[config.mk]
export PLATFORM = sky130hd
export DESIGN_NAME = spi_to_register_bus_bridge_flat
export DESIGN_NICKNAME = d
export VERILOG_FILES = /design/src/s2rb_pkg.sv /design/src/s2rb_if.sv /design/src/s2rb_framer.sv /design/src/spi_to_register_bus_bridge.sv /design/src/flat_wrapper.sv
export SDC_FILE = /design/constraint.sdc
export NUM_CORES = 1
export LEC_CHECK = 0
export ABC_AREA = 1
export CAP_MARGIN = 20
export CORE_UTILIZATION = 50
export DETAILED_ROUTE_END_ITERATION = 16
export DONT_BUFFER_PORTS = 1
export PLACE_DENSITY_LB_ADDON = 0.25
export SLEW_MARGIN = 20
export SYNTH_ARGS = -nofsm -noshare
export SYNTH_HDL_FRONTEND = slang
export SYNTH_SLANG_ARGS = --single-unit
[constraint.sdc]
create_clock -name clk -period 3.7 [get_ports clk]
set_clock_uncertainty 0.05 [all_clocks]
set_input_delay 0.37 -clock clk [delete_from_list [all_inputs] [get_ports clk]]
set_output_delay 0.37 -clock clk [all_outputs]
set_load 0.05 [all_outputs]
[src/s2rb_pkg.sv]
// ----------------------------------------------------------------------------
// s2rb_pkg
// types, codes and sizing constants shared by the spi to register bus bridge
// ----------------------------------------------------------------------------
package s2rb_pkg;

  // framing sizes
  localparam int ADDR_BYTES     = 3;
  localparam int MAX_DATA_BYTES = 4;
  localparam int WORD_BYTES     = 4;
  localparam int ADDR_W         = 24;
  localparam int ADDR_CNT_W     = $clog2(ADDR_BYTES + 1);
  localparam int LEN_W          = $clog2(MAX_DATA_BYTES + 1);
  localparam int BIDX_W         = $clog2(MAX_DATA_BYTES + 1);
  localparam int HDR_LEN_W      = 7;

  // special bytes returned to the host
  localparam logic [7:0] IDLE_BYTE = 8'h01;
  localparam logic [7:0] ERR_BYTE  = 8'hFF;

  // item commands
  typedef enum logic [1:0] {
    CMD_XFER       = 2'd0,
    CMD_CS_START   = 2'd1,
    CMD_CS_RELEASE = 2'd2,
    CMD_NOP        = 2'd3
  } cmd_t;

  // framing phase
  typedef enum logic [2:0] {
    PH_RELEASED = 3'd0,
    PH_START    = 3'd1,
    PH_ADDRESS  = 3'd2,
    PH_DATA_WR  = 3'd3,
    PH_DATA_RD  = 3'd4,
    PH_DONE     = 3'd5
  } phase_t;

  typedef struct packed {
    logic [1:0]  command;
    logic [7:0]  tx_byte;
    logic [31:0] reg_read_data;
  } item_t;

  typedef struct packed {
    logic [7:0]        rx_byte;
    logic              framing_error;
    logic              read_strobe;
    logic              write_strobe;
    logic [ADDR_W-1:0] bus_address;
    logic [2:0]        bus_size;
    logic [31:0]       write_data;
  } result_t;

  typedef struct packed {
    phase_t                phase;
    logic                  is_read;
    logic [LEN_W-1:0]      length;
    logic [BIDX_W-1:0]     byte_index;
    logic [ADDR_CNT_W-1:0] address_count;
    logic [ADDR_W-1:0]     address_word;
    logic [31:0]           data_word;
  } frame_state_t;

  typedef struct packed {
    frame_state_t st;
    result_t      res;
  } xchg_t;

endpackage

[src/s2rb_if.sv]
// ----------------------------------------------------------------------------
// s2rb_if
// valid/ready channels for spi words in and bridge results out
// ----------------------------------------------------------------------------
interface s2rb_in_if;
  logic        valid;
  logic        ready;
  logic [1:0]  command;
  logic [7:0]  tx_byte;
  logic [31:0] reg_read_data;

  modport source (output valid, command, tx_byte, reg_read_data, input ready);
  modport sink   (input valid, command, tx_byte, reg_read_data, output ready);
endinterface

interface s2rb_out_if;
  logic        valid;
  logic        ready;
  logic [7:0]  rx_byte;
  logic        framing_error;
  logic        read_strobe;
  logic        write_strobe;
  logic [23:0] bus_address;
  logic [2:0]  bus_size;
  logic [31:0] write_data;

  modport source (output valid, rx_byte, framing_error, read_strobe, write_strobe,
                  bus_address, bus_size, write_data, input ready);
  modport sink   (input valid, rx_byte, framing_error, read_strobe, write_strobe,
                  bus_address, bus_size, write_data, output ready);
endinterface

[src/s2rb_framer.sv]
// ----------------------------------------------------------------------------
// s2rb_framer
// packet framing state and per-word result logic
// ----------------------------------------------------------------------------
module s2rb_framer (
  input  logic              clk,
  input  logic              rst_n,
  input  logic              step_en,
  input  s2rb_pkg::item_t   item,
  input  logic              preread_en,
  output s2rb_pkg::result_t res
);

  s2rb_pkg::frame_state_t st_r;
  s2rb_pkg::frame_state_t st_nxt;
  s2rb_pkg::xchg_t        first;
  s2rb_pkg::xchg_t        second;
  s2rb_pkg::result_t      zero_res;

  // one framing exchange on top of a partly filled result
  function automatic s2rb_pkg::xchg_t do_xchg(
    input s2rb_pkg::frame_state_t s_in,
    input s2rb_pkg::result_t      r_in,
    input logic [7:0]             tx,
    input logic [31:0]            rdata
  );
    s2rb_pkg::xchg_t                 x;
    logic [s2rb_pkg::HDR_LEN_W-1:0]  hdr_len;
    logic [s2rb_pkg::ADDR_CNT_W-1:0] cnt;
    logic [s2rb_pkg::BIDX_W-1:0]     bidx_inc;
    x.st            = s_in;
    x.res           = r_in;
    x.res.rx_byte   = s2rb_pkg::IDLE_BYTE;
    hdr_len         = {1'b0, tx[5:0]} + s2rb_pkg::HDR_LEN_W'(1);
    cnt             = s_in.address_count;
    bidx_inc        = s_in.byte_index + s2rb_pkg::BIDX_W'(1);
    case (s_in.phase)
      s2rb_pkg::PH_START: begin
        x.st.is_read = tx[7];
        if (hdr_len > s2rb_pkg::HDR_LEN_W'(s2rb_pkg::MAX_DATA_BYTES)) begin
          x.st.length = s2rb_pkg::LEN_W'(s2rb_pkg::MAX_DATA_BYTES);
        end else begin
          x.st.length = s2rb_pkg::LEN_W'(hdr_len);
        end
        x.st.byte_index    = '0;
        x.st.address_count = s2rb_pkg::ADDR_CNT_W'(s2rb_pkg::ADDR_BYTES);
        x.st.phase         = s2rb_pkg::PH_ADDRESS;
      end
      s2rb_pkg::PH_ADDRESS: begin
        if (cnt != '0) begin
          cnt = cnt - s2rb_pkg::ADDR_CNT_W'(1);
        end
        x.st.address_count = cnt;
        // only the low three byte positions exist in the address word
        if (cnt < s2rb_pkg::ADDR_CNT_W'(3)) begin
          x.st.address_word[{cnt[1:0], 3'b000} +: 8] = tx;
        end
        if (cnt == '0) begin
          if (!s_in.is_read) begin
            x.st.phase = s2rb_pkg::PH_DATA_WR;
          end else begin
            x.st.data_word      = rdata;
            x.res.read_strobe   = 1'b1;
            x.res.bus_address   = x.st.address_word;
            x.res.bus_size      = 3'(s_in.length);
            x.st.phase          = s2rb_pkg::PH_DATA_RD;
          end
        end
      end
      s2rb_pkg::PH_DATA_WR: begin
        if (s_in.byte_index < s2rb_pkg::BIDX_W'(s2rb_pkg::WORD_BYTES)) begin
          x.st.data_word[{s_in.byte_index[1:0], 3'b000} +: 8] = tx;
        end
        x.st.byte_index = bidx_inc;
        if (bidx_inc >= s2rb_pkg::BIDX_W'(s_in.length)) begin
          x.res.write_strobe = 1'b1;
          x.res.bus_address  = s_in.address_word;
          x.res.bus_size     = 3'(s_in.length);
          x.res.write_data   = x.st.data_word;
          x.st.phase         = s2rb_pkg::PH_START;
        end
      end
      s2rb_pkg::PH_DATA_RD: begin
        if (s_in.byte_index < s2rb_pkg::BIDX_W'(s2rb_pkg::WORD_BYTES)) begin
          x.res.rx_byte = s_in.data_word[{s_in.byte_index[1:0], 3'b000} +: 8];
        end else begin
          x.res.rx_byte = 8'h00;
        end
        x.st.byte_index = bidx_inc;
        if (bidx_inc >= s2rb_pkg::BIDX_W'(s_in.length)) begin
          x.st.phase = s2rb_pkg::PH_DONE;
        end
      end
      default: begin
        // word outside a packet
        x.st.phase          = s2rb_pkg::PH_START;
        x.res.framing_error = 1'b1;
        x.res.rx_byte       = s2rb_pkg::ERR_BYTE;
      end
    endcase
    return x;
  endfunction

  assign zero_res = '0;

  always_comb begin
    first  = do_xchg(st_r, zero_res, item.tx_byte, item.reg_read_data);
    second = first;
    // preread: the address-completing word already carries the first data byte
    if (preread_en && (st_r.phase != s2rb_pkg::PH_DATA_RD)
        && (first.st.phase == s2rb_pkg::PH_DATA_RD)) begin
      second = do_xchg(first.st, first.res, s2rb_pkg::ERR_BYTE, item.reg_read_data);
    end
  end

  always_comb begin
    st_nxt      = st_r;
    res         = zero_res;
    res.rx_byte = s2rb_pkg::IDLE_BYTE;
    unique case (s2rb_pkg::cmd_t'(item.command))
      s2rb_pkg::CMD_XFER: begin
        st_nxt = second.st;
        res    = second.res;
      end
      s2rb_pkg::CMD_CS_START: begin
        st_nxt.phase        = s2rb_pkg::PH_START;
        st_nxt.is_read      = 1'b0;
        st_nxt.address_word = '0;
        st_nxt.data_word    = '0;
      end
      s2rb_pkg::CMD_CS_RELEASE: begin
        st_nxt.phase = s2rb_pkg::PH_RELEASED;
      end
      default: begin
        st_nxt = st_r;
      end
    endcase
  end

  always_ff @(posedge clk) begin
    if (!rst_n) begin
      st_r.phase         <= s2rb_pkg::PH_START;
      st_r.is_read       <= 1'b0;
      st_r.length        <= s2rb_pkg::LEN_W'(1);
      st_r.byte_index    <= '0;
      st_r.address_count <= s2rb_pkg::ADDR_CNT_W'(s2rb_pkg::ADDR_BYTES);
      st_r.address_word  <= '0;
      st_r.data_word     <= '0;
    end else if (step_en) begin
      st_r <= st_nxt;
    end
  end

endmodule

[src/spi_to_register_bus_bridge.sv]
// ----------------------------------------------------------------------------
// spi_to_register_bus_bridge
// spi target framing that turns host words into register bus reads and writes
// ----------------------------------------------------------------------------
//
//   channel   dir  handshake         payload
//   in_ch     in   valid / ready     command, tx_byte, reg_read_data
//   out_ch    out  valid / ready     rx_byte, framing_error, strobes, address,
//                                    size, write_data
//   cfg_      in   cfg_wr_en         cfg_wr_data -> preread enable
//
// two register stages: an input register and a result register, with the
// framing logic between them; one word per cycle while out_ch does not stall
// each word yields exactly one result word
// a stalled out_ch holds the result register and backs up into the input
// register; both stages refill in the cycle the sink takes a result
// synchronous active-low reset puts framing at the header phase with
// cleared address and data words and preread disabled
//
module spi_to_register_bus_bridge (
  input  logic        clk,
  input  logic        rst_n,
  s2rb_in_if.sink     in_ch,
  s2rb_out_if.source  out_ch,
  input  logic        cfg_wr_en,
  input  logic        cfg_wr_data
);

  // configuration
  logic preread_r;

  // input register
  s2rb_pkg::item_t inq_r;
  logic            inq_valid_r;
  logic            inq_valid_nxt;

  // result register
  s2rb_pkg::result_t res_r;
  s2rb_pkg::result_t frame_res;
  logic              out_valid_r;
  logic              out_valid_nxt;

  logic in_take;
  logic adv;

  // the queued word moves into the result register when it is free or draining
  assign adv     = inq_valid_r && (!out_valid_r || out_ch.ready);
  assign in_ch.ready = !inq_valid_r || adv;
  assign in_take = in_ch.valid && in_ch.ready;

  always_comb begin
    inq_valid_nxt = inq_valid_r;
    if (in_take) begin
      inq_valid_nxt = 1'b1;
    end else if (adv) begin
      inq_valid_nxt = 1'b0;
    end
    out_valid_nxt = out_valid_r;
    if (adv) begin
      out_valid_nxt = 1'b1;
    end else if (out_ch.ready) begin
      out_valid_nxt = 1'b0;
    end
  end

  always_ff @(posedge clk) begin
    if (!rst_n) begin
      preread_r   <= 1'b0;
      inq_valid_r <= 1'b0;
      out_valid_r <= 1'b0;
    end else begin
      if (cfg_wr_en) begin
        preread_r <= cfg_wr_data;
      end
      inq_valid_r <= inq_valid_nxt;
      out_valid_r <= out_valid_nxt;
    end
  end

  // payload registers, no reset
  always_ff @(posedge clk) begin
    if (in_take) begin
      inq_r.command       <= in_ch.command;
      inq_r.tx_byte       <= in_ch.tx_byte;
      inq_r.reg_read_data <= in_ch.reg_read_data;
    end
    if (adv) begin
      res_r <= frame_res;
    end
  end

  // framing state advances once per word leaving the input register
  s2rb_framer u_framer (
    .clk        (clk),
    .rst_n      (rst_n),
    .step_en    (adv),
    .item       (inq_r),
    .preread_en (preread_r),
    .res        (frame_res)
  );

  assign out_ch.valid         = out_valid_r;
  assign out_ch.rx_byte       = res_r.rx_byte;
  assign out_ch.framing_error = res_r.framing_error;
  assign out_ch.read_strobe   = res_r.read_strobe;
  assign out_ch.write_strobe  = res_r.write_strobe;
  assign out_ch.bus_address   = res_r.bus_address;
  assign out_ch.bus_size      = res_r.bus_size;
  assign out_ch.write_data    = res_r.write_data;

endmodule

[src/flat_wrapper.sv]
// flat-port wrapper written by rule: the top's interface ports become plain ports
module spi_to_register_bus_bridge_flat 
  (clk, rst_n, cfg_wr_en, cfg_wr_data, in_ch_valid, in_ch_command, in_ch_tx_byte, in_ch_reg_read_data, in_ch_ready, out_ch_valid, out_ch_rx_byte, out_ch_framing_error, out_ch_read_strobe, out_ch_write_strobe, out_ch_bus_address, out_ch_bus_size, out_ch_write_data, out_ch_ready);
  s2rb_in_if in_ch_i ();
  s2rb_out_if out_ch_i ();
  input  logic clk;
  input  logic rst_n;
  input  logic cfg_wr_en;
  input  logic cfg_wr_data;
  input wire logic [$bits(in_ch_i.valid)-1:0] in_ch_valid;
  input wire logic [$bits(in_ch_i.command)-1:0] in_ch_command;
  input wire logic [$bits(in_ch_i.tx_byte)-1:0] in_ch_tx_byte;
  input wire logic [$bits(in_ch_i.reg_read_data)-1:0] in_ch_reg_read_data;
  output wire logic [$bits(in_ch_i.ready)-1:0] in_ch_ready;
  output wire logic [$bits(out_ch_i.valid)-1:0] out_ch_valid;
  output wire logic [$bits(out_ch_i.rx_byte)-1:0] out_ch_rx_byte;
  output wire logic [$bits(out_ch_i.framing_error)-1:0] out_ch_framing_error;
  output wire logic [$bits(out_ch_i.read_strobe)-1:0] out_ch_read_strobe;
  output wire logic [$bits(out_ch_i.write_strobe)-1:0] out_ch_write_strobe;
  output wire logic [$bits(out_ch_i.bus_address)-1:0] out_ch_bus_address;
  output wire logic [$bits(out_ch_i.bus_size)-1:0] out_ch_bus_size;
  output wire logic [$bits(out_ch_i.write_data)-1:0] out_ch_write_data;
  input wire logic [$bits(out_ch_i.ready)-1:0] out_ch_ready;
  assign in_ch_i.valid = in_ch_valid;
  assign in_ch_i.command = in_ch_command;
  assign in_ch_i.tx_byte = in_ch_tx_byte;
  assign in_ch_i.reg_read_data = in_ch_reg_read_data;
  assign in_ch_ready = in_ch_i.ready;
  assign out_ch_valid = out_ch_i.valid;
  assign out_ch_rx_byte = out_ch_i.rx_byte;
  assign out_ch_framing_error = out_ch_i.framing_error;
  assign out_ch_read_strobe = out_ch_i.read_strobe;
  assign out_ch_write_strobe = out_ch_i.write_strobe;
  assign out_ch_bus_address = out_ch_i.bus_address;
  assign out_ch_bus_size = out_ch_i.bus_size;
  assign out_ch_write_data = out_ch_i.write_data;
  assign out_ch_i.ready = out_ch_ready;
  spi_to_register_bus_bridge u_core (.clk(clk), .rst_n(rst_n), .in_ch(in_ch_i), .out_ch(out_ch_i), .cfg_wr_en(cfg_wr_en), .cfg_wr_data(cfg_wr_data));
endmodule
==> results of run 1 <==
## per-stage QoR
stage	hold WS, ns	power (mW)	instance area (um^2)
after global routing	0.0268	4.80	10800
after CTS	0.0194	4.68	10800
after detailed placement	0.412	2.72	9770
after global placement	0.403	2.72	9770
final	0.0279	4.67	10800
after floorplan	0.395	2.61	9540
## power breakdown
| group | switching (mW) | internal, mW | leakage (nW) | total [mW] |
|---|---|---|---|---|
| Clock | 0.799 | 1.15 | 0.306 | 1.94 |
| Combinational | 0.254 | 0.106 | 1.85 | 0.360 |
| Sequential | 0.136 | 2.23 | 1.66 | 2.36 |
| Total | 1.19 | 3.48 | 3.82 | 4.67 |
## cell families after synthesis
group	after synthesis
xor gates and xnor gates	3
DFF	183
adders and majority gates	20
and+or+nand+nor	555
buffers and inverters	145
AOI/OAI and AO/OA	272
## path summary, 6_finish.rpt
kind | startpoint | end | slack, ns | cells past startpoint
max | u_core.u_framer.st_r[59] | u_core.out_ch.rx_byte[0] | 0.59 | 12
min | cfg_wr_data | u_core.preread_r | 0.03 | 2
max reg2reg | u_core.u_framer.st_r[59] | u_core.out_ch.rx_byte[0] | 0.59 | 12
min reg2reg | u_core.u_framer.st_r[54] | u_core.u_framer.st_r[54] | 0.43 | 2
## cell type report
class                   instances  area [um^2]
well taps                     234          293
multi-input cells             850         4180
repair buffers                 69          638
inverters                      83          314
clock buffers                  21          483
flip-flops and latches        183         4780
fillers                      1674         7880
clock inverters                11          143
## sequential cells by signal, summed over array words and instances (netlist names)
| register | flops |
|---|---|
| u_core.preread_r | 1 |
| u_core.out_ch.write_strobe | 1 |
| u_core.u_framer.st_r | 68 |
| u_core.inq_r | 42 |
| u_core.out_ch.write_data | 32 |
| u_core.out_ch.framing_error | 1 |
| u_core.inq_valid_r | 1 |
| u_core.out_ch.bus_address | 24 |
| u_core.out_ch.bus_size | 3 |
| u_core.out_ch.read_strobe | 1 |
| u_core.out_ch.valid | 1 |
| u_core.out_ch.rx_byte | 8 |
## worst reg2reg max path: stages, from the launching register on
cell      delay, ns
dfxtp_1        0.34
clkinv_1       0.28
ha_1           0.48
ha_1           0.33
nand2_1        0.06
o211ai_1       0.31
nand2_1        0.08
nand2_1        0.17
nor2_2         0.06
nand2_1        0.33
inv_2          0.20
nand2_1        0.11
nand2_1        0.06
## synthesized netlist by cell type, types with 5 or more instances
library cell,count,area (um^2)
clkbuf_1,40,150
nand2_1,361,1360
nand3_1,59,295
buf_2,14,70.1
nor2_1,95,357
dfxtp_1,71,1420
o21ai_0,76,380
inv_2,8,30.0
inv_1,71,267
o22ai_1,19,119
edfxtp_1,112,3360
nor3_1,5,25.0
a22oi_1,25,188
ha_1,20,250
a21oi_1,115,576
o211ai_1,28,210
or2_2,16,100
## layer usage
layer	track usage [%]	part of all wire [%]	vias to the layer above	wire length (um)
li1	-	-	4033	-
met1	43.1	44	3914	12800
met2	42.1	42	475	12200
met3	8.44	11	56	3130
met4	10.2	2.4	0	677
met5	0	0	-	0
## timing repair
| item | in CTS | in global routing |
|---|---|---|
| gates resized for setup | 0 | 0 |
| hold buffers | 43 | 0 |
| endpoints found under the hold margin | 43 | 0 |
==> impl_metrics.csv, run 1 <==
group,metric,value,unit
sta,max_freq,0.322,GHz
drt,drt_iter0_markers,1047,
cts,cts_tree,"built",
final_layout,drive_gt1_share,8.55,%
yosys,synth_compound_area_share,16.3,%
yosys,synth_xor_area_share,0.275,%
worst_setup_path,cpMostUsedCell,"nand2_1",
yosys,synth_edf_count,112,
yosys,synth_mux_area_share,0,%
final_layout,mostFrequentLayoutCell,"nand2_1",
final_layout,fin_cells,1451,
placement,numPortBuffers,0,
yosys,synth.avg_cell_area,8.10,um^2
min_path,hold_path_class,"in -> reg",
sta,tightest_slew,0.981,ns
floorplanning,start_util,51.0,%
cts,root_buffer,"clkbuf_16",
floorplanning,die-area,0.0196,mm^2
grt,grt_pass1_vias,7514,
sta,min_period_over_period,84.1,%
grt,grt_max_degree,71,
flow_run,cap_viol_max_count,0,
final_layout,utilization,57.9,%
grt,antenna_found_initial,0,
pwr,leakage,3.82,nW
sta,finalSetupViolations,0,
worst_setup_path,path_max_fanout,12,
grt,grt_pass1_wl,43.7,mm
drt,vias,8478,
sta,period_minus_slack,3.11,ns
floorplanning,std_cell_rows,50,
worst_setup_path,path_cells,"clkinv_1 > ha_1 > ha_1 > nand2_1 > o211ai_1 > nand2_1 > nand2_1 > nor2_2 > nand2_1 > inv_2 > nand2_1 > nand2_1",
worst_setup_path,required,3.83,ns
worst_setup_path,cpPeakStageDelay,0.48,ns
final_layout,diodes,0,
drt,routed_via_density,5.84,
worst_setup_path,slowest_stage,"ha_1",
placement,hpwl,19.5,mm
floorplanning,coreArea,0.0187,mm^2
cts,cts_setup_buffers,0,
sta,relSlewSlack,34.5,%
cts,htreeDepth,4,
yosys,synth_fa_ha_area_share,2.62,%
yosys,synth_top_family_by_area,"simple AND/OR/NAND/NOR gates",
cts,cts_buffer_depth,2,
sta,slew_viol_final,0,
grt,grt_util_all_layers,29.7,%
sta,finalSetupTns,0,ns
floorplanning,io_pins,120,
yosys,async_flop_share,0,%
run_status,outcome,"finished clean",
yosys,yosysUniqueCellTypes,40,
drt,route.detailed.drc,0,
cts,clkLatencyLatePin,0.44,ns
sta,finalHoldViolCount,0,
yosys,syn_inst,1178,
final_layout,final_nets,1272,
yosys,synth_ff_type,"edfxtp_1",
worst_setup_path,cp-end-kind,"register",
sta,fin_ws,0.590,ns
cts,clock_sinks,183,
worst_setup_path,cp-start-kind,"register",
yosys,ys_warn_count,0,
worst_setup_path,crit_family,"simple AND/OR/NAND/NOR gates",
floorplanning,die_x,140,um
drt,antenna_left,0,
final_layout,most-common-layout-cells,"nand2_1, a21oi_1, edfxtp_1",
pwr,pwr_density_cell,431,mW/mm^2
yosys,synthSimpleGateAreaFrac,24.3,%
cts,numCtsBuffers,17,
yosys,synthesis.area,0.00954,mm^2
worst_setup_path,worstPathArrival,3.24,ns
yosys,seq_area_frac_synth,50.1,%
final_layout,area_growth,13.5,%
cts,clkTransAtPathRegs,0.07,ns
sta,rsz0062_at_grt,"false",
pwr,ir_drop,308,uV
worst_setup_path,setup.worst_path.class,"reg -> reg",
worst_setup_path,crit_buf_inv,2,
drt,drt_wl_total,28.8,mm
yosys,synth-seq-cells,183,
placement,placed_cells_incl_taps,1376,
drt,drt-pass1-iter-count,5,
placement,place.gp.congestion,0.972,
floorplanning,die_h,140,um
yosys,synth_nets,1246,
grt,grt_overflow,0,
placement,dpl_worst_slack,0.689,ns
drt,wire_per_inst,19.8,um
(Power assumes the default switching activity.)
==> run 2, diff against run 1 <==
--- a/config.mk
+++ b/config.mk
@@ -5,7 +5,7 @@
 export SDC_FILE = /design/constraint.sdc
 export NUM_CORES = 1
 export LEC_CHECK = 0
-export ABC_AREA = 1
+export ABC_AREA = 0
 export CAP_MARGIN = 20
 export CORE_UTILIZATION = 50
 export DETAILED_ROUTE_END_ITERATION = 16
==> constraint.sdc (replaced) <==
create_clock -name clk -period 3.1 [get_ports clk]
set_clock_uncertainty 0.05 [all_clocks]
set_input_delay 0.31 -clock clk [delete_from_list [all_inputs] [get_ports clk]]
set_output_delay 0.31 -clock clk [all_outputs]
set_load 0.05 [all_outputs]
==> run 2 against run 1 <==
  * The run now ends with setup timing left
  * Total power up 18%
  * Global-route usage rose by 2.0 points
  * Flip-flop and latch count did not move
  * Die area fell by 6.9%
  * Fmax shrank 0.64%
  * Critical path depth decreased by 2
  * Synthesized area is 7.0% lower
  * Combinational power up 12%
  * Register-to-register slack lost 0.62 ns
  * Routed wire length down 1.6%
  * Critical endpoint is now u_core.out_ch.rx_byte[1]
  * Largest cell class unchanged
  * Highest routed layer unchanged
==> impl_metrics.csv, run 2 <==
group,metric,value,unit
min_path,holdPathStages,3,
final_layout,regMostFlops,"u_core.u_framer.st_r",
cts,clkTransAtPathRegs,0.07,ns
floorplanning,io_pins,120,
min_path,min_to,"u_core.out_ch.valid",
worst_setup_path,path_cells,"inv_1 > ha_1 > buf_4 > nand2_1 > nor2_1 > buf_4 > a32oi_1 > nand2_1 > o211ai_1 > a31oi_1",
sta,period_minus_slack,3.13,ns
floorplanning,std_cell_rows,48,
placement,numPortBuffers,0,
cts,numCtsBuffers,17,
yosys,ys_warn_count,0,
worst_setup_path,cp-end-kind,"register",
cts,clock_sinks,183,
pwr,pwr_density_cell,532,mW/mm^2
min_path,hold_path_startpoint,"out_ch_ready",
sta,min_period_over_period,101,%
drt,antenna_left,0,
yosys,syn_inst,838,
drt,drt_wl_total,28.3,mm
placement,place.gp.congestion,0.930,
sta,finalSetupViolations,1,
floorplanning,die_h,135,um
drt,routed_via_density,6.49,
yosys,async_flop_share,0,%
worst_setup_path,cpPeakStageDelay,0.86,ns
yosys,synth_nets,906,
worst_setup_path,required,3.29,ns
yosys,yosys.area.top_type_share,37.9,%
cts,htreeDepth,4,
cts,cts_setup_buffers,0,
drt,wire_per_inst,25.2,um
cts,root_buffer,"clkbuf_16",
run_status,outcome,"complete, but fails checks",
worst_setup_path,r2r_cells,10,
yosys,synth-seq-cells,183,
yosys,synth.avg_cell_area,10.6,um^2
final_layout,mostFrequentLayoutCell,"nor2_1",
yosys,synth_ff_type,"edfxtp_1",
grt,grt_util_all_layers,31.7,%
final_layout,fin_area,0.0103,mm^2
floorplanning,die_x,135,um
sta,fin_ws,-0.0299,ns
yosys,yosysUniqueCellTypes,69,
worst_setup_path,cp-start-kind,"register",
sta,max_freq,0.320,GHz
sta,rsz0062_at_grt,"false",
final_layout,area_growth,16.5,%
flow_run,cap_viol_max_count,0,
final_layout,fin_cells,1125,
yosys,post-synth-top-count-cell,"nor2_1",
drt,route.detailed.drc,0,
sta,relSlewSlack,22.7,%
worst_setup_path,timing.rr.end,"u_core.out_ch.rx_byte[1]",
pwr,total_power,5.49,mW
worst_setup_path,crit_family,"simple AND/OR/NAND/NOR gates",
drt,drt_iter0_markers,974,
placement,placed_area,0.00924,mm^2
grt,grt_max_degree,66,
worst_setup_path,worstPathArrival,3.32,ns
worst_setup_path,path_max_fanout,9,
worst_setup_path,slowest_stage,"nor2_1",
placement,placed_cells_incl_taps,1045,
final_layout,fillCellCount,1430,
placement,dpl_worst_slack,0.0904,ns
run_status,violations,"setup timing",
final_layout,final_nets,953,
grt,antenna_found_initial,0,
yosys,seq_area_frac_synth,53.9,%
final_layout,utilization,59.8,%
cts,cts_tree,"built",
yosys,netlist_top_cells_count,"nor2_1, edfxtp_1, a22oi_1, dfxtp_1, a21oi_1",
cts,clkLatencyLatePin,0.43,ns
final_layout,drive_gt1_share,11.4,%
min_path,hold_path_class,"in -> reg",
sta,tightest_slew,1.16,ns
placement,hpwl,19.5,mm
sta,slew_viol_final,0,
yosys,synth.area.top_cells,"edfxtp_1, dfxtp_1, a22oi_1",
worst_setup_path,rr_startpoint,"u_core.u_framer.st_r[59]",
final_layout,largest_reg_flops,68,
pwr,leakage,3.55,nW
grt,grt_pass1_vias,6842,
cts,cts_buffer_depth,2,
drt,vias,7297,
floorplanning,coreArea,0.0173,mm^2
pwr,ir_drop,453,uV
drt,drt-pass1-iter-count,5,
worst_setup_path,rrSetupSlack,-0.03,ns
yosys,synthesis.area,0.00887,mm^2
final_layout,most-common-layout-cells,"nor2_1, edfxtp_1, a22oi_1",
worst_setup_path,setup.worst_path.class,"reg -> reg",
grt,grt_pass1_wl,41.9,mm
yosys,yosysTopAreaCell,"edfxtp_1",
yosys,synth_edf_count,112,
sta,finalHoldViolCount,0,
worst_setup_path,crit_buf_inv,3,
floorplanning,die-area,0.0183,mm^2
grt,grt_overflow,0,
floorplanning,start_util,51.3,%
==> run 2: cell types whose count changed in the layout (fill, tap and decap cells not counted), sizes merged, moves of 18 or more <==
cell	before	now
a22oi	25	78
nor2	104	142
inv	82	21
nand2	365	36
and2	0	21
o21ai	80	18
nand3	61	16
o211ai	28	7
nor2b	0	20
a21oi	115	52
buf	26	46
o22ai	20	2
==> run 2: routing by layer <==
metal,vias to the layer above,global-route usage [%],routed length (um)
li1,3235,-,-
met1,3519,44.2,12000
met2,482,44.3,12100
met3,61,11.4,3470
met4,0,13.4,815
met5,-,0,0
==> run 2: how the worst max path moves through the flow <==
stage | startpoint | to | slack (ns) | depth (start not counted)
after floorplan | u_core.u_framer.st_r[58] | u_core.u_framer.st_r[65] | 0.42 | 13
after global routing | u_core.u_framer.st_r[59] | u_core.out_ch.rx_byte[1] | 0.03 | 10
final | u_core.u_framer.st_r[59] | u_core.out_ch.rx_byte[1] | -0.03 | 10
after global placement | u_core.inq_r[33] | u_core.u_framer.st_r[65] | 0.18 | 10
after CTS | u_core.inq_r[33] | u_core.u_framer.st_r[65] | 0.09 | 10
after detailed placement | u_core.inq_r[33] | u_core.u_framer.st_r[65] | 0.09 | 10
==> run 2: timing repair <==
item | in CTS | in global routing
endpoints found under the hold margin | 49 | 0
resized for setup | 0 | 2
setup endpoints to repair | 0 | 3
hold buffers | 46 | 0
==> run 2: final cells by class <==
cell class,instances,area (um^2),area share [%]
sequential,183,4780,46.3
clock inverter,11,135,1.31
clock buffer,21,482,4.66
antenna,2,5.00,0.0484
inverter,17,63.8,0.617
tap,225,282,2.72
multi-input combinational,574,3750,36.3
timing repair buffer,92,831,8.04
==> run 2: worst reg2reg max path, stage by stage (launching register included) <==
cell,delay (ns)
dfxtp_1,0.40
inv_1,0.12
ha_1,0.34
buf_4,0.16
nand2_1,0.05
nor2_1,0.86
buf_4,0.32
a32oi_1,0.11
nand2_1,0.10
o211ai_1,0.13
a31oi_1,0.30
==> run 2: logic make-up (layout without fill, tap and decap cells) <==
kind of cell               count (synthesis)  count (layout)  synth area share, %
and+or+nand+nor                          288             288                 16.1
AOI/OAI and AO/OA                        245             245                 19.8
DFF                                      183             183                 53.9
buffers and inverters                     81             141                 3.98
adders and majority gates                 21              21                 2.93
muxes                                     13              13                 2.59
xor gates and xnor gates                   7               7                0.691
other                                      0               2                    0
==> run 2: through the flow <==
| stage | hold WS, ns | setup TNS [ns] |
|---|---|---|
| global placement | 0.345 | 0 |
| floorplan | 0.336 | 0 |
| detailed placement | 0.348 | 0 |
| global route | 0.103 | 0 |
| CTS | 0.0757 | 0 |
| finish | 0.0812 | -0.0299 |
==> run 2: power by group <==
part | leakage [nW] | internal, mW | switching [mW]
Combinational | 1.58 | 0.147 | 0.257
Sequential | 1.67 | 2.65 | 0.157
Clock | 0.298 | 1.30 | 0.984
==> run 3, diff against run 2 <==
--- a/config.mk
+++ b/config.mk
@@ -7,6 +7,7 @@
 export LEC_CHECK = 0
 export ABC_AREA = 0
 export CAP_MARGIN = 20
+export CORE_ASPECT_RATIO = 1.75
 export CORE_UTILIZATION = 50
 export DETAILED_ROUTE_END_ITERATION = 16
 export DONT_BUFFER_PORTS = 1
==> run 3 against run 2 <==
  * Total power down 2.3%
  * Sequential power about the same
  * Highest routed layer unchanged
  * Design area unchanged
  * Critical path depth down 3
  * Cell count up 0.62%
  * Largest cell class unchanged
  * Count of clock-buffer cells in the layout down 4
  * The run now ends clean
  * Hold slack worse by 0.040 ns
==> impl_metrics.csv, run 3 (synthesized netlist as in run 2, its figures left out) <==
group,metric,value,unit
grt,grt_overflow,0,
drt,drt_wl_total,28.2,mm
worst_setup_path,setup.worst_path.class,"reg -> reg",
drt,wire_per_inst,24.9,um
sta,slew_viol_final,0,
cts,clkTransAtPathRegs,0.07,ns
cts,cts_setup_buffers,0,
worst_setup_path,required,3.31,ns
final_layout,fin_cells,1132,
drt,wl_met1,9.41,mm
drt,dr_wl_met3,1.94,mm
final_layout,drive_gt1_share,11.9,%
floorplanning,start_util,50.8,%
run_status,outcome,"finished clean",
floorplanning,die-area,0.0183,mm^2
final_layout,multi_input_area,0.00375,mm^2
pwr,internal_power,3.99,mW
cts,htreeDepth,4,
min_path,hold_path_class,"in -> reg",
placement,placed_cells_incl_taps,1054,
floorplanning,coreArea,0.0175,mm^2
pwr,swShare,25.5,%
sta,relSlewSlack,33.7,%
cts,numCtsBuffers,17,
sta,max_freq,0.335,GHz
sta,rsz0062_at_grt,"false",
placement,placed_area,0.00928,mm^2
pwr,ir_drop,672,uV
pwr,total_power,5.37,mW
sta,finalSetupTns,0,ns
final_layout,diodes,0,
sta,period_minus_slack,2.98,ns
final_layout,mostFrequentLayoutCell,"nor2_1",
cts,root_buffer,"clkbuf_16",
floorplanning,die_x,103,um
drt,route.detailed.drc,0,
pwr,leakage,3.55,nW
drt,antenna_left,0,
final_layout,fillCellCount,1493,
final_layout,final_nets,956,
final_layout,regMostFlops,"u_core.u_framer.st_r",
drt,dr.max_layer_used,"met4",
pwr,pwr_density_cell,519,mW/mm^2
placement,place.gp.congestion,0.956,
final_layout,fin_area,0.0103,mm^2
worst_setup_path,worstPathArrival,3.19,ns
pwr,clockPowerShare,40.1,%
drt,drt-pass1-iter-count,6,
placement,numPortBuffers,0,
worst_setup_path,cp-start-kind,"register",
sta,finalHoldViolCount,0,
drt,drt_iter0_markers,810,
worst_setup_path,path_max_fanout,16,
drt,vias,7272,
floorplanning,std_cell_rows,64,
pwr,p_seq_share,52.4,%
flow_run,cap_viol_max_count,0,
drt,routed_via_density,6.42,
final_layout,most-common-layout-cells,"nor2_1, edfxtp_1, a22oi_1",
floorplanning,io_pins,120,
grt,antenna_found_initial,0,
cts,cts_tree,"built",
cts,clkLatencyLatePin,0.45,ns
grt,grt_pass1_vias,7088,
grt,grt_max_degree,72,
final_layout,largest_reg_flops,68,
final_layout,area_growth,16.5,%
cts,cts_buffer_depth,2,
worst_setup_path,cp-end-kind,"register",
final_layout,layout.area.seq,0.00478,mm^2
sta,finalSetupViolations,0,
grt,grt_pass1_wl,41.4,mm
pwr,switchingPower,1.37,mW
sta,tightest_slew,0.991,ns
grt,grt_util_all_layers,32.0,%
placement,hpwl,19.7,mm
cts,clock_sinks,183,
sta,min_period_over_period,96.2,%
floorplanning,die_h,178,um
drt,wl_met2,14.7,mm
pwr,p_comb_share,7.5,%
## run 3: changes by cell type in the layout (fill, tap and decap cells not counted), sizes merged
cell	change
inv	-3
buf	+3
diode	-2
clkinv	+5
clkbuf	-4
clkinvlp	+2
## run 3: worst paths after layout
| path | start | to | slack, ns | depth (start not counted) |
|---|---|---|---|---|
| max | u_core.u_framer.st_r[66] | u_core.out_ch.rx_byte[1] | 0.12 | 7 |
| min | out_ch_ready | u_core.out_ch.valid | 0.04 | 3 |
| max reg2reg | u_core.u_framer.st_r[66] | u_core.out_ch.rx_byte[1] | 0.12 | 7 |
| min reg2reg | u_core.u_framer.st_r[63] | u_core.u_framer.st_r[63] | 0.45 | 2 |
## run 3: critical path, stage by stage, from the launching register on
cell and delay, ns:
dfxtp_1 0.71, and3b_1 0.32, and2_1 0.57, buf_4 0.28, a32o_1 0.17, a211oi_1 0.06
a211o_1 0.33, a31oi_1 0.28
## run 3: what timing repair did
action                                  4_1_cts  5_1_grt
endpoints found under the setup margin        0        2
hold buffers                                 46        0
endpoints found under the hold margin        50        0
resized for setup                             0        2
## run 3: power by group through the flow
| stage | clock network [mW] | registers, mW | logic [mW] |
|---|---|---|---|
| 3_3_place_gp | 0 | 2.86 | 0.339 |
| 6_report | 2.15 | 2.81 | 0.400 |
| 5_1_grt | 2.30 | 2.82 | 0.425 |
| 4_1_cts | 2.18 | 2.81 | 0.392 |
| 3_5_place_dp | 0 | 2.87 | 0.343 |
| 2_1_floorplan | 0 | 2.84 | 0.234 |
## run 3: final cells by class
class | instances | area share (%)
flip-flops and latches | 183 | 46.3
multi-input cells | 574 | 36.3
repair buffers | 95 | 8.38
clock buffers | 17 | 4.12
well taps | 231 | 2.80
clock inverters | 15 | 1.51
inverters | 17 | 0.617
## run 3: per-stage QoR
stage          hold slack [ns]  worst slack, ns  utilization, %
2_1_floorplan            0.336            0.417               -
3_3_place_gp             0.340            0.161            53.2
3_5_place_dp             0.351           0.0922            53.2
4_1_cts                 0.0182           0.0445            59.1
5_1_grt                 0.0438           0.0419            59.2
6_report                0.0415            0.116            59.2
## run 3: layer usage
metal / up-vias / track usage (%)
met2: 415 / 55.3
met1: 3514 / 33.2
li1: 3232 / -
met4: 0 / 23.7
met3: 111 / 7.01
met5: - / 0
